--- src/sv/icv_pkg.sv ---
`default_nettype none

package icv_pkg;

    localparam int SIZE_BITS_DEF = 24;
    localparam int CFG_IDX_W     = 2;
    localparam int CFG_DATA_W    = 32;
    localparam int CRC_W         = 32;

    localparam logic [CRC_W-1:0] CRC_ALL_ONES = 32'hFFFF_FFFF;
    localparam logic [CRC_W-1:0] CRC_POLY     = 32'hEDB8_8320;

    // register indexes on the config port
    localparam logic [CFG_IDX_W-1:0] CFG_IMAGE_SIZE    = 2'd0;
    localparam logic [CFG_IDX_W-1:0] CFG_EXPECTED_CRC  = 2'd1;
    localparam logic [CFG_IDX_W-1:0] CFG_AREA_CAPACITY = 2'd2;

    typedef enum logic [1:0] {
        ST_OK       = 2'd0,
        ST_BAD_SIZE = 2'd1,
        ST_MISMATCH = 2'd2
    } t_status;

    typedef struct packed {
        logic             valid;
        t_status          status;
        logic [CRC_W-1:0] crc;
    } t_result;

    // reflected CRC-32, one byte, LSB first
    function automatic logic [CRC_W-1:0] crc_byte(input logic [CRC_W-1:0] crc,
                                                  input logic [7:0]       b);
        logic [CRC_W-1:0] c;
        c = crc ^ {24'h00_0000, b};
        for (int k = 0; k < 8; k++) begin
            c = c[0] ? ((c >> 1) ^ CRC_POLY) : (c >> 1);
        end
        return c;
    endfunction

endpackage

`default_nettype wire

--- src/sv/icv_in_if.sv ---
`default_nettype none

interface icv_in_if;
    logic       valid;
    logic       ready;
    logic [7:0] byte_value;
    logic       first;

    modport source (output valid, output byte_value, output first, input ready);
    modport sink   (input valid, input byte_value, input first, output ready);
endinterface

`default_nettype wire

--- src/sv/icv_out_if.sv ---
`default_nettype none

interface icv_out_if;
    logic        valid;
    logic        ready;
    logic [1:0]  status;
    logic [31:0] computed_crc;

    modport source (output valid, output status, output computed_crc, input ready);
    modport sink   (input valid, input status, input computed_crc, output ready);
endinterface

`default_nettype wire

--- src/sv/image_crc32_verifier.sv ---
// Firmware image CRC-32 checker.
// i_item (sink): one image byte per item plus a first flag. An item with first
//   set restarts the check; the size is tested there (zero or above capacity
//   gives a bad-size result with computed_crc zero).
// o_result (source): at most one item per check: status (ok, bad size,
//   mismatch) and the final inverted CRC-32 of the bytes taken in.
// Config: i_cfg_we writes i_cfg_data to register i_cfg_idx (0 image size,
//   1 expected CRC, 2 area capacity) at the clock edge; write only while idle.
// Path: an accepted item waits in the input register; the check processes it as it
//   leaves that register, and its result is held in the result register.
// Throughput: one item per cycle while o_result is not stalled; the byte-wide CRC
//   network is combinational between the input register and the result register.
// Reset (i_rst_n, synchronous): registers zero, CRC all ones, check idle
//   until a first item; both pipeline registers empty.
// Stall: while a result waits on o_result.ready the input register can still
//   hold one item; i_item.ready drops only when both are full and stalled.
`default_nettype none

module image_crc32_verifier
    import icv_pkg::*;
#(
    parameter int SIZE_BITS = SIZE_BITS_DEF
) (
    input  wire logic                  i_clk,
    input  wire logic                  i_rst_n,
    icv_in_if.sink                     i_item,
    icv_out_if.source                  o_result,
    input  wire logic                  i_cfg_we,
    input  wire logic [CFG_IDX_W-1:0]  i_cfg_idx,
    input  wire logic [CFG_DATA_W-1:0] i_cfg_data
);

    // config registers
    logic [SIZE_BITS-1:0] r_image_size;
    logic [CRC_W-1:0]     r_expected_crc;
    logic [SIZE_BITS-1:0] r_area_capacity;

    // input register
    logic       r_s1_valid;
    logic [7:0] r_s1_byte;
    logic       r_s1_first;

    // result register
    logic             r_out_valid, n_out_valid;
    t_status          r_out_status;
    logic [CRC_W-1:0] r_out_crc;

    logic    out_free, s1_fire, in_accept;
    t_result res;

    assign out_free  = !r_out_valid || o_result.ready;
    assign s1_fire   = r_s1_valid && out_free;
    assign in_accept = i_item.valid && i_item.ready;

    assign i_item.ready          = !r_s1_valid || out_free;
    assign o_result.valid        = r_out_valid;
    assign o_result.status       = r_out_status;
    assign o_result.computed_crc = r_out_crc;

    always_ff @(posedge i_clk) begin
        if (!i_rst_n) begin
            r_image_size    <= '0;
            r_expected_crc  <= '0;
            r_area_capacity <= '0;
        end else if (i_cfg_we) begin
            case (i_cfg_idx)
                CFG_IMAGE_SIZE:    r_image_size    <= i_cfg_data[SIZE_BITS-1:0];
                CFG_EXPECTED_CRC:  r_expected_crc  <= i_cfg_data[CRC_W-1:0];
                CFG_AREA_CAPACITY: r_area_capacity <= i_cfg_data[SIZE_BITS-1:0];
                default: ;  // unused index
            endcase
        end
    end

    always_ff @(posedge i_clk) begin
        if (!i_rst_n) begin
            r_s1_valid <= 1'b0;
        end else if (in_accept) begin
            r_s1_valid <= 1'b1;
        end else if (s1_fire) begin
            r_s1_valid <= 1'b0;
        end
    end

    always_ff @(posedge i_clk) begin
        if (in_accept) begin
            r_s1_byte  <= i_item.byte_value;
            r_s1_first <= i_item.first;
        end
    end

    icv_check #(
        .SIZE_BITS (SIZE_BITS)
    ) u_check (
        .i_clk           (i_clk),
        .i_rst_n         (i_rst_n),
        .i_fire          (s1_fire),
        .i_byte          (r_s1_byte),
        .i_first         (r_s1_first),
        .i_image_size    (r_image_size),
        .i_expected_crc  (r_expected_crc),
        .i_area_capacity (r_area_capacity),
        .o_res           (res)
    );

    // a free result slot takes the new result or empties
    assign n_out_valid = out_free ? (s1_fire && res.valid) : r_out_valid;

    always_ff @(posedge i_clk) begin
        if (!i_rst_n) begin
            r_out_valid <= 1'b0;
        end else begin
            r_out_valid <= n_out_valid;
        end
    end

    always_ff @(posedge i_clk) begin
        if (s1_fire && res.valid) begin
            r_out_status <= res.status;
            r_out_crc    <= res.crc;
        end
    end

endmodule

`default_nettype wire

--- src/sv/icv_check.sv ---
`default_nettype none

module icv_check
    import icv_pkg::*;
#(
    parameter int SIZE_BITS = SIZE_BITS_DEF
) (
    input  wire logic                 i_clk,
    input  wire logic                 i_rst_n,
    input  wire logic                 i_fire,
    input  wire logic [7:0]           i_byte,
    input  wire logic                 i_first,
    input  wire logic [SIZE_BITS-1:0] i_image_size,
    input  wire logic [CRC_W-1:0]     i_expected_crc,
    input  wire logic [SIZE_BITS-1:0] i_area_capacity,
    output t_result                   o_res
);

    logic [CRC_W-1:0]     r_crc, n_crc;
    logic [SIZE_BITS-1:0] r_count, n_count;
    logic                 r_finished, n_finished;

    logic [CRC_W-1:0]     crc_base, crc_upd, crc_final;
    logic [SIZE_BITS-1:0] count_base, count_upd;
    logic                 bad_size;

    assign crc_base   = i_first ? CRC_ALL_ONES : r_crc;
    assign count_base = i_first ? '0 : r_count;
    assign crc_upd    = crc_byte(crc_base, i_byte);
    assign count_upd  = count_base + SIZE_BITS'(1);
    assign crc_final  = crc_upd ^ CRC_ALL_ONES;
    assign bad_size   = (i_image_size == '0) || (i_image_size > i_area_capacity);

    always_comb begin
        n_crc        = r_crc;
        n_count      = r_count;
        n_finished   = r_finished;
        o_res.valid  = 1'b0;
        o_res.status = ST_OK;
        o_res.crc    = '0;
        if (i_fire) begin
            if (i_first && bad_size) begin
                n_crc        = CRC_ALL_ONES;
                n_count      = '0;
                n_finished   = 1'b1;
                o_res.valid  = 1'b1;
                o_res.status = ST_BAD_SIZE;
            end else if (i_first || !r_finished) begin
                n_crc      = crc_upd;
                n_count    = count_upd;
                n_finished = 1'b0;
                if (count_upd >= i_image_size) begin
                    n_finished   = 1'b1;
                    o_res.valid  = 1'b1;
                    o_res.status = (crc_final == i_expected_crc) ? ST_OK : ST_MISMATCH;
                    o_res.crc    = crc_final;
                end
            end
        end
    end

    always_ff @(posedge i_clk) begin
        if (!i_rst_n) begin
            r_crc      <= CRC_ALL_ONES;
            r_count    <= '0;
            r_finished <= 1'b1;
        end else begin
            r_crc      <= n_crc;
            r_count    <= n_count;
            r_finished <= n_finished;
        end
    end

`ifndef SYNTHESIS
    a_reset_idle: assert property (@(posedge i_clk) !i_rst_n |=> r_finished)
        else $error("check not idle after reset");
    a_result_ends: assert property (@(posedge i_clk) disable iff (!i_rst_n)
        i_fire && o_res.valid |=> r_finished)
        else $error("result given but check still running");
    a_idle_silent: assert property (@(posedge i_clk) disable iff (!i_rst_n)
        i_fire && !i_first && r_finished |-> !o_res.valid && (n_crc == r_crc))
        else $error("idle check reacted to a byte");
`endif

endmodule

`default_nettype wire
--- src/flat_wrapper.sv ---
// flat-port wrapper written by rule: the top's interface ports become plain ports
module image_crc32_verifier_flat import icv_pkg::*;
#(
    parameter int SIZE_BITS = SIZE_BITS_DEF
)
  (i_clk, i_rst_n, i_cfg_we, i_cfg_idx, i_cfg_data, i_item_valid, i_item_byte_value, i_item_first, i_item_ready, o_result_valid, o_result_status, o_result_computed_crc, o_result_ready);
  icv_in_if i_item_i ();
  icv_out_if o_result_i ();
  input  wire logic i_clk;
  input  wire logic i_rst_n;
  input  wire logic i_cfg_we;
  input  wire logic [CFG_IDX_W-1:0] i_cfg_idx;
  input  wire logic [CFG_DATA_W-1:0] i_cfg_data;
  input wire logic [$bits(i_item_i.valid)-1:0] i_item_valid;
  input wire logic [$bits(i_item_i.byte_value)-1:0] i_item_byte_value;
  input wire logic [$bits(i_item_i.first)-1:0] i_item_first;
  output wire logic [$bits(i_item_i.ready)-1:0] i_item_ready;
  output wire logic [$bits(o_result_i.valid)-1:0] o_result_valid;
  output wire logic [$bits(o_result_i.status)-1:0] o_result_status;
  output wire logic [$bits(o_result_i.computed_crc)-1:0] o_result_computed_crc;
  input wire logic [$bits(o_result_i.ready)-1:0] o_result_ready;
  assign i_item_i.valid = i_item_valid;
  assign i_item_i.byte_value = i_item_byte_value;
  assign i_item_i.first = i_item_first;
  assign i_item_ready = i_item_i.ready;
  assign o_result_valid = o_result_i.valid;
  assign o_result_status = o_result_i.status;
  assign o_result_computed_crc = o_result_i.computed_crc;
  assign o_result_i.ready = o_result_ready;
  image_crc32_verifier #(.SIZE_BITS(SIZE_BITS)) u_core (.i_clk(i_clk), .i_rst_n(i_rst_n), .i_item(i_item_i), .o_result(o_result_i), .i_cfg_we(i_cfg_we), .i_cfg_idx(i_cfg_idx), .i_cfg_data(i_cfg_data));
endmodule
--- config.mk ---
export PLATFORM = sky130hd
export DESIGN_NAME = image_crc32_verifier_flat
export DESIGN_NICKNAME = d
export VERILOG_FILES = /design/src/sv/icv_pkg.sv /design/src/sv/icv_in_if.sv /design/src/sv/icv_out_if.sv /design/src/sv/image_crc32_verifier.sv /design/src/sv/icv_check.sv /design/src/flat_wrapper.sv
export SDC_FILE = /design/constraint.sdc
export NUM_CORES = 1
export LEC_CHECK = 0
export ABC_AREA = 1
export BUFFER_PORTS_ARGS = -buffer_cell sky130_fd_sc_hd__buf_2
export CORE_MARGIN = 2
export CORE_UTILIZATION = 50
export DETAILED_ROUTE_END_ITERATION = 6
export GPL_TIMING_DRIVEN = 1
export PLACE_DENSITY_LB_ADDON = 0.15
export SLEW_MARGIN = 20
export SYNTH_ARGS = -nofsm -noshare
export SYNTH_HDL_FRONTEND = slang
export SYNTH_SLANG_ARGS = --single-unit
--- constraint.sdc ---
create_clock -name i_clk -period 5.6 [get_ports i_clk]
set_clock_uncertainty 0.05 [all_clocks]
set_input_delay 0.56 -clock i_clk [delete_from_list [all_inputs] [get_ports i_clk]]
set_output_delay 0.56 -clock i_clk [all_outputs]
set_load 0.005 [all_outputs]
## After elaboration in Yosys (flattened, before gate mapping)

Index checks and enable logic that the tools add are counted.

| storage, ports and cells | value |
|---|---|
| output and inout port bits | 36 |
| logic and storage cells | 77 |
| register bits after elaboration | 182 |
| bits of input ports | 48 |

| cells by class | value |
|---|---|
| bitwise operators | 13 |
| add/sub/neg operators | 1 |
| equal/unequal tests | 3 |
| $lt $le $gt $ge | 2 |
| reductions and logical operators | 20 |
| multiplexer cells | 25 |

Operators by type and width:

| kind | count |
|---|---|
| $mux W32 | 12 |
| $not A13 Y14 | 8 |
| $mux W35 | 3 |
| $mux W24 | 3 |
| $eq A32 B32 Y1 | 1 |
| $not A32 Y32 | 1 |
| $xor A32 B8 Y32 | 1 |
| $add A24 B1 Y24 const B | 1 |
| $ge A24 B24 Y1 | 1 |
| $gt A24 B24 Y1 | 1 |
| $logic_not A24 Y1 | 1 |
| $reduce_and A2 Y1 | 4 |
| $mux W1 | 5 |
| $logic_and A1 B1 Y1 | 4 |
| $logic_or A1 B1 Y1 | 4 |
| $reduce_bool A2 Y1 | 2 |
| $reduce_or A4 Y1 | 1 |
| $logic_not A1 Y1 | 3 |
| $mux W3 | 1 |
| $not A1 Y1 | 3 |
| $eq A2 B1 Y1 const B | 1 |
| $eq A2 B2 Y1 const B | 1 |
| $logic_not A2 Y1 | 1 |
| $mux W2 | 1 |

## Longest topological paths before layout

| logic depth | value |
|---|---|
| word-level depth | 26 |
| gate-level depth with buffers | 28 |
| depth with buffers taken out | 23 |

## Hierarchy

Synthesis repeated with hierarchy kept, for this count alone.

| unflattened totals | value |
|---|---|
| cells, all modules | 1710 |
| area, all modules | 11253.3 um^2 |

Modules (own cells, without submodules):

| module | sequential area each (um^2) | times used | cells each | area each (um^2) |
|---|---|---|---|---|
| icv_check | 1141.1 | 1 | 1134 | 6495.0 |
| image_crc32_verifier | 2932.8 | 1 | 576 | 4758.3 |

## Least setup slack after synthesis

OpenSTA, ideal clock, no wires.

| timing | value |
|---|---|
| path kind | register to register |
| start point | register u_core.r_s1_first |
| end point | register u_core.r_out_crc[0] (netlist: u_core.o_result.computed_crc[0]), enable pin |
| path buffers | 7 |
| period minus slack after synthesis | 5028 ps |
| stages on the path, launching flop included | 28 |
| required time | 5158 ps |
| library setup time | 392 ps |
| path slack | 572 ps |
| arrival | 4586 ps |
| path through | edfxtp_1 -> buf_6 -> buf_8 -> buf_6 -> buf_6 -> buf_2 -> buf_1 -> nor2_1 -> ha_1 -> inv_1 -> nor3_4 -> nand3_2 -> nor2_4 -> nand4_2 -> nor2_2 -> nand3_1 -> xor2_1 -> inv_2 -> ha_1 -> nand2_1 -> inv_1 -> nand3_1 -> nor3_1 -> nand4_1 -> nand4_1 -> nand2_1 -> clkbuf_1 -> nand2_1 |

| between the ends | value |
|---|---|
| word-level cells in the longest chain between the ends | 8 |
| elaborated cells on any way between the ends | 10 |
| those cells by class | add/sub (1); order compare (1); mux (5); reduce/logical (3) |

Ends and longest elaborated chain:

| element | line | text |
|---|---|---|
| start: declaration | image_crc32_verifier.sv:41 | `logic r_s1_first;` |
| start signal: assignment | image_crc32_verifier.sv:88 | `r_s1_first <= i_item.first;` |
| $mux W24 | icv_check.sv:28 | `assign count_base = i_first ? '0 : r_count;` |
| $add A24 B1 Y24 | icv_check.sv:30 | `assign count_upd = count_base + SIZE_BITS'(1);` |
| $ge A24 B24 Y1 | icv_check.sv:52 | `if (count_upd >= i_image_size) begin` |
| $mux W35 | icv_check.sv:52 |  |
| $mux W35 | icv_check.sv:48 | `end else if (i_first \|\| !r_finished) begin` |
| $mux W3 (*) | icv_check.sv:42 | `if (i_first && bad_size) begin` |
| $mux W35 (*) | icv_check.sv:41 | `if (i_fire) begin` |
| $logic_and A1 B1 Y1 (*) | image_crc32_verifier.sv:118 | `if (s1_fire && res.valid) begin` |
| end signal: assignment | image_crc32_verifier.sv:120 | `r_out_crc <= res.crc;` |
| end: declaration | image_crc32_verifier.sv:46 | `logic [CRC_W-1:0] r_out_crc;` |

Mark *: on every way between the ends. The rest lies on a longest branch, timed or not.
A chain may end at the register's enable or synchronous reset.

## Final worst setup path

| timing | value |
|---|---|
| start point | register u_core.r_s1_first |
| end point | register u_core.r_out_crc[8] (netlist: u_core.o_result.computed_crc[8]), enable pin |

The elaborated chain is that of the path after synthesis.

==> results.json <==
{
  "nets": 1672,
  "max_slew.worst_pin.slew_ps": 975,
  "synth-compound-area-share_pct": 12.7,
  "grt.total_usage_pct": 27.2,
  "seqPwrFrac_pct": 43.5,
  "die_w_microns": 150,
  "rsz0062_at_grt": "false",
  "wl_per_cell_microns": 16.0,
  "synth_fa_ha_area_share_pct": 5.78,
  "end_kind": "flop",
  "yosysUniqueCellTypes": 41,
  "finalHoldViolCount": 0,
  "synthMuxAreaShare_pct": 0,
  "ioPinCount": 84,
  "drc": 0,
  "fp.dieH_microns": 150,
  "p_switching_w": 0.00107,
  "yosysTopAreaCellShare_pct": 26.2,
  "fin_crit_sh_pct": 81.4,
  "top_layer_used": "met4",
  "synth-xor-area-share_pct": 2.54,
  "syn_nets": 1620,
  "dpl.cell_count": 1831,
  "die-area_sq_um": 22400,
  "htreeDepth": 4,
  "syn_area_per_cell_sq_um": 6.97,
  "dp_hpwl_microns": 22100,
  "yosysSeqAreaShare_pct": 38.4,
  "syn_to_final_growth_pct": 10.4,
  "antennaDiodeCount": 0,
  "synthTopCellsByArea": "dfxtp_1 (26%), nand2_1 (15%), edfxtp_1 (12%), a21oi_1 (7.2%), inv_1 (6.2%)",
  "synth_edf_count": 43,
  "drv_cap": 0,
  "wl_met3_microns": 1600,
  "initial_utilization_pct": 50.6,
  "worstPathCellList": "buf_4 > nor2_1 > ha_1 > inv_1 > nor3_4 > nand3_2 > nor2_4 > nand4_2 > nor2_2 > nand3_1 > xor2_1 > inv_2 > ha_1 > nand2_1 > inv_1 > nand3_1 > nor3_1 > nand4_1 > nand4_1 > nand2_1 > buf_4 > nand2_1 > buf_4",
  "drv_slew": 0,
  "drive_gt1_share_pct": 12.3,
  "status": "finished, final reports clean",
  "critical_path.max_stage_delay_ps": 420,
  "slew_headroom_pct": 35.0,
  "finalWirelength_microns": 29800,
  "gr-total-overflow": 0,
  "p_sw_share_pct": 32.4,
  "post_cts_resized": 0,
  "clock_latency_ps": 440,
  "synth_top_area_cell": "dfxtp_1",
  "syn_area_sq_um": 10600,
  "synth_top_family_by_area": "simple AND/OR/NAND/NOR gates",
  "postRouteAntennaNets": 0,
  "grt_antenna_before_repair": 1,
  "root_buffer": "clkbuf_16",
  "holdCritPathClass": "in -> reg",
  "ys_ff_latch": 182,
  "internal_power_w": 0.00222,
  "yosysMostFrequentCell": "nand2_1",
  "arrival_ps": 4590,
  "grt_pass1_vias": 8961,
  "via_count": 9731,
  "cts_buffers": 17,
  "tns_ps": 0,
  "rows": 53,
  "cts_hold_buf": 0,
  "required_ps": 5630,
  "clock_path_buffers": 2,
  "crit_type": "reg -> reg",
  "finalSetupViolations": 0,
  "synthTopCellsByCount": "nand2_1 (435), inv_1 (175), a21oi_1 (152)",
  "cts.clk_slew.worst_paths_ps": 70,
  "async_flop_share_pct": 0,
  "power_frac_comb_pct": 20.4,
  "period_minus_slack_ps": 4560,
  "synth_flop_cell": "dfxtp_1",
  "wl_met1_microns": 12900,
  "cts_tree": "yes",
  "layout_setup_ws_ps": 1040,
  "pwr_density_cell_nw_per_um2": 281,
  "cts_sinks": 182,
  "pre_cts_ws_ps": 989,
  "core_area_sq_um": 21000,
  "viasPerCell": 5.22,
  "grt_pass1_wl_microns": 46500,
  "place.port_buffers": 83,
  "yosys.area_share.simple_pct": 30.8,
  "clkPwrFrac_pct": 36.1,
  "cp-start-kind": "flop",
  "slowest_stage": "edfxtp_1",
  "fmax_ghz": 0.219,
  "post_cts_buffers": 0,
  "max-vdd-ir-drop_mv": 0.206,
  "grt_max_degree": 61,
  "final_cells": 1863,
  "synth_cells": 1523,
  "gp_congestion": 0.937,
  "holdWs_ps": 243,
  "wl_met2_microns": 14200,
  "drtPass1Iterations": 7,
  "power.static_leakage_nw": 5.41,
  "drtIter0Drc": 689,
  "cp_max_fo": 34,
  "yosysWarningCount": 0
}
==> power by group through the flow <==
stage                     clock (W)  sequential [W]  combinational, W
after floorplan                   0         0.00145          0.000473
after global placement            0         0.00146          0.000652
after detailed placement          0         0.00146          0.000661
after CTS                   0.00120         0.00143          0.000664
after global routing        0.00125         0.00144          0.000751
final                       0.00119         0.00143          0.000670
==> worst max-delay path, delay by kind of cell (launching register included) <==
kind,cells,cell delay [ps]
buf+inv,6,1080
xor+xnor,1,170
simple gates,14,1980
flops,1,420
fa+ha+maj,2,460
==> registers in the layout (all words and copies together), names as in the netlist, 2 cells and up <==
| signal | flops |
|---|---|
| u_core.r_area_capacity | 24 |
| u_core.o_result.status | 2 |
| u_core.u_check.r_crc | 32 |
| u_core.o_result.computed_crc | 32 |
| u_core.r_expected_crc | 32 |
| u_core.r_s1_byte | 8 |
| u_core.r_image_size | 24 |
| u_core.u_check.r_count | 24 |
==> cell families after synthesis <==
family                     after synthesis
and+or+nand+nor                        749
xor gates and xnor gates                29
DFF                                    182
AOI/OAI and AO/OA                      264
adders and majority gates               49
buffers and inverters                  250
==> path summary, 6_finish.rpt <==
check	slack [ps]	from	depth (start not counted)	end
setup / recovery	1040	u_core.r_s1_first	23	u_core.o_result.computed_crc[8]
hold / removal	240	i_item_byte_value[3]	1	u_core.r_s1_byte[3]
setup reg to reg	1040	u_core.r_s1_first	23	u_core.o_result.computed_crc[8]
hold reg to reg	410	u_core.r_area_capacity[15]	2	u_core.r_area_capacity[15]
==> routing by layer <==
layer / up-vias / global-route usage (%)
li1: 4998 / -
met1: 4430 / 35.1
met2: 259 / 45.9
met3: 44 / 3.57
met4: 0 / 11.3
met5: - / 0
==> layout make-up <==
type                    instances  area [sq um]
clock buffers                  18           429
clock inverters                14           144
fillers                      2092          9250
flip-flops and latches        182          4070
multi-input cells            1091          5510
well taps                     275           344
inverters                     189           712
repair buffers                 94           498
==> placed cells by master (no fill, tap or decap), types with 5 or more instances in the layout <==
cell type	Yosys	final
inv_2	10	11
nand3_1	102	102
nand3b_1	10	10
inv_1	175	175
edfxtp_1	43	43
buf_4	1	11
nand2_2	23	23
clkbuf_16	0	17
nor2_4	7	7
o21ai_0	102	102
ha_1	49	49
nand4_1	12	12
xor2_1	23	23
dfxtp_1	139	139
nand2_4	5	5
buf_2	7	83
a21oi_1	152	152
nor3_1	5	5
nand2_1	435	435
nor4_1	7	7
nor2_1	124	124
nor2_2	7	7
==> metrics by stage <==
step / power (W) / util (%) / cell area [sq um]
after floorplan: 0.00193 / - / 10600
after global placement: 0.00211 / 53.1 / 11100
after detailed placement: 0.00212 / 53.1 / 11100
after CTS: 0.00330 / 55.9 / 11700
after global routing: 0.00344 / 55.9 / 11700
final: 0.00329 / 55.9 / 11700
No activity file was read; power rests on OpenSTA's default activity.
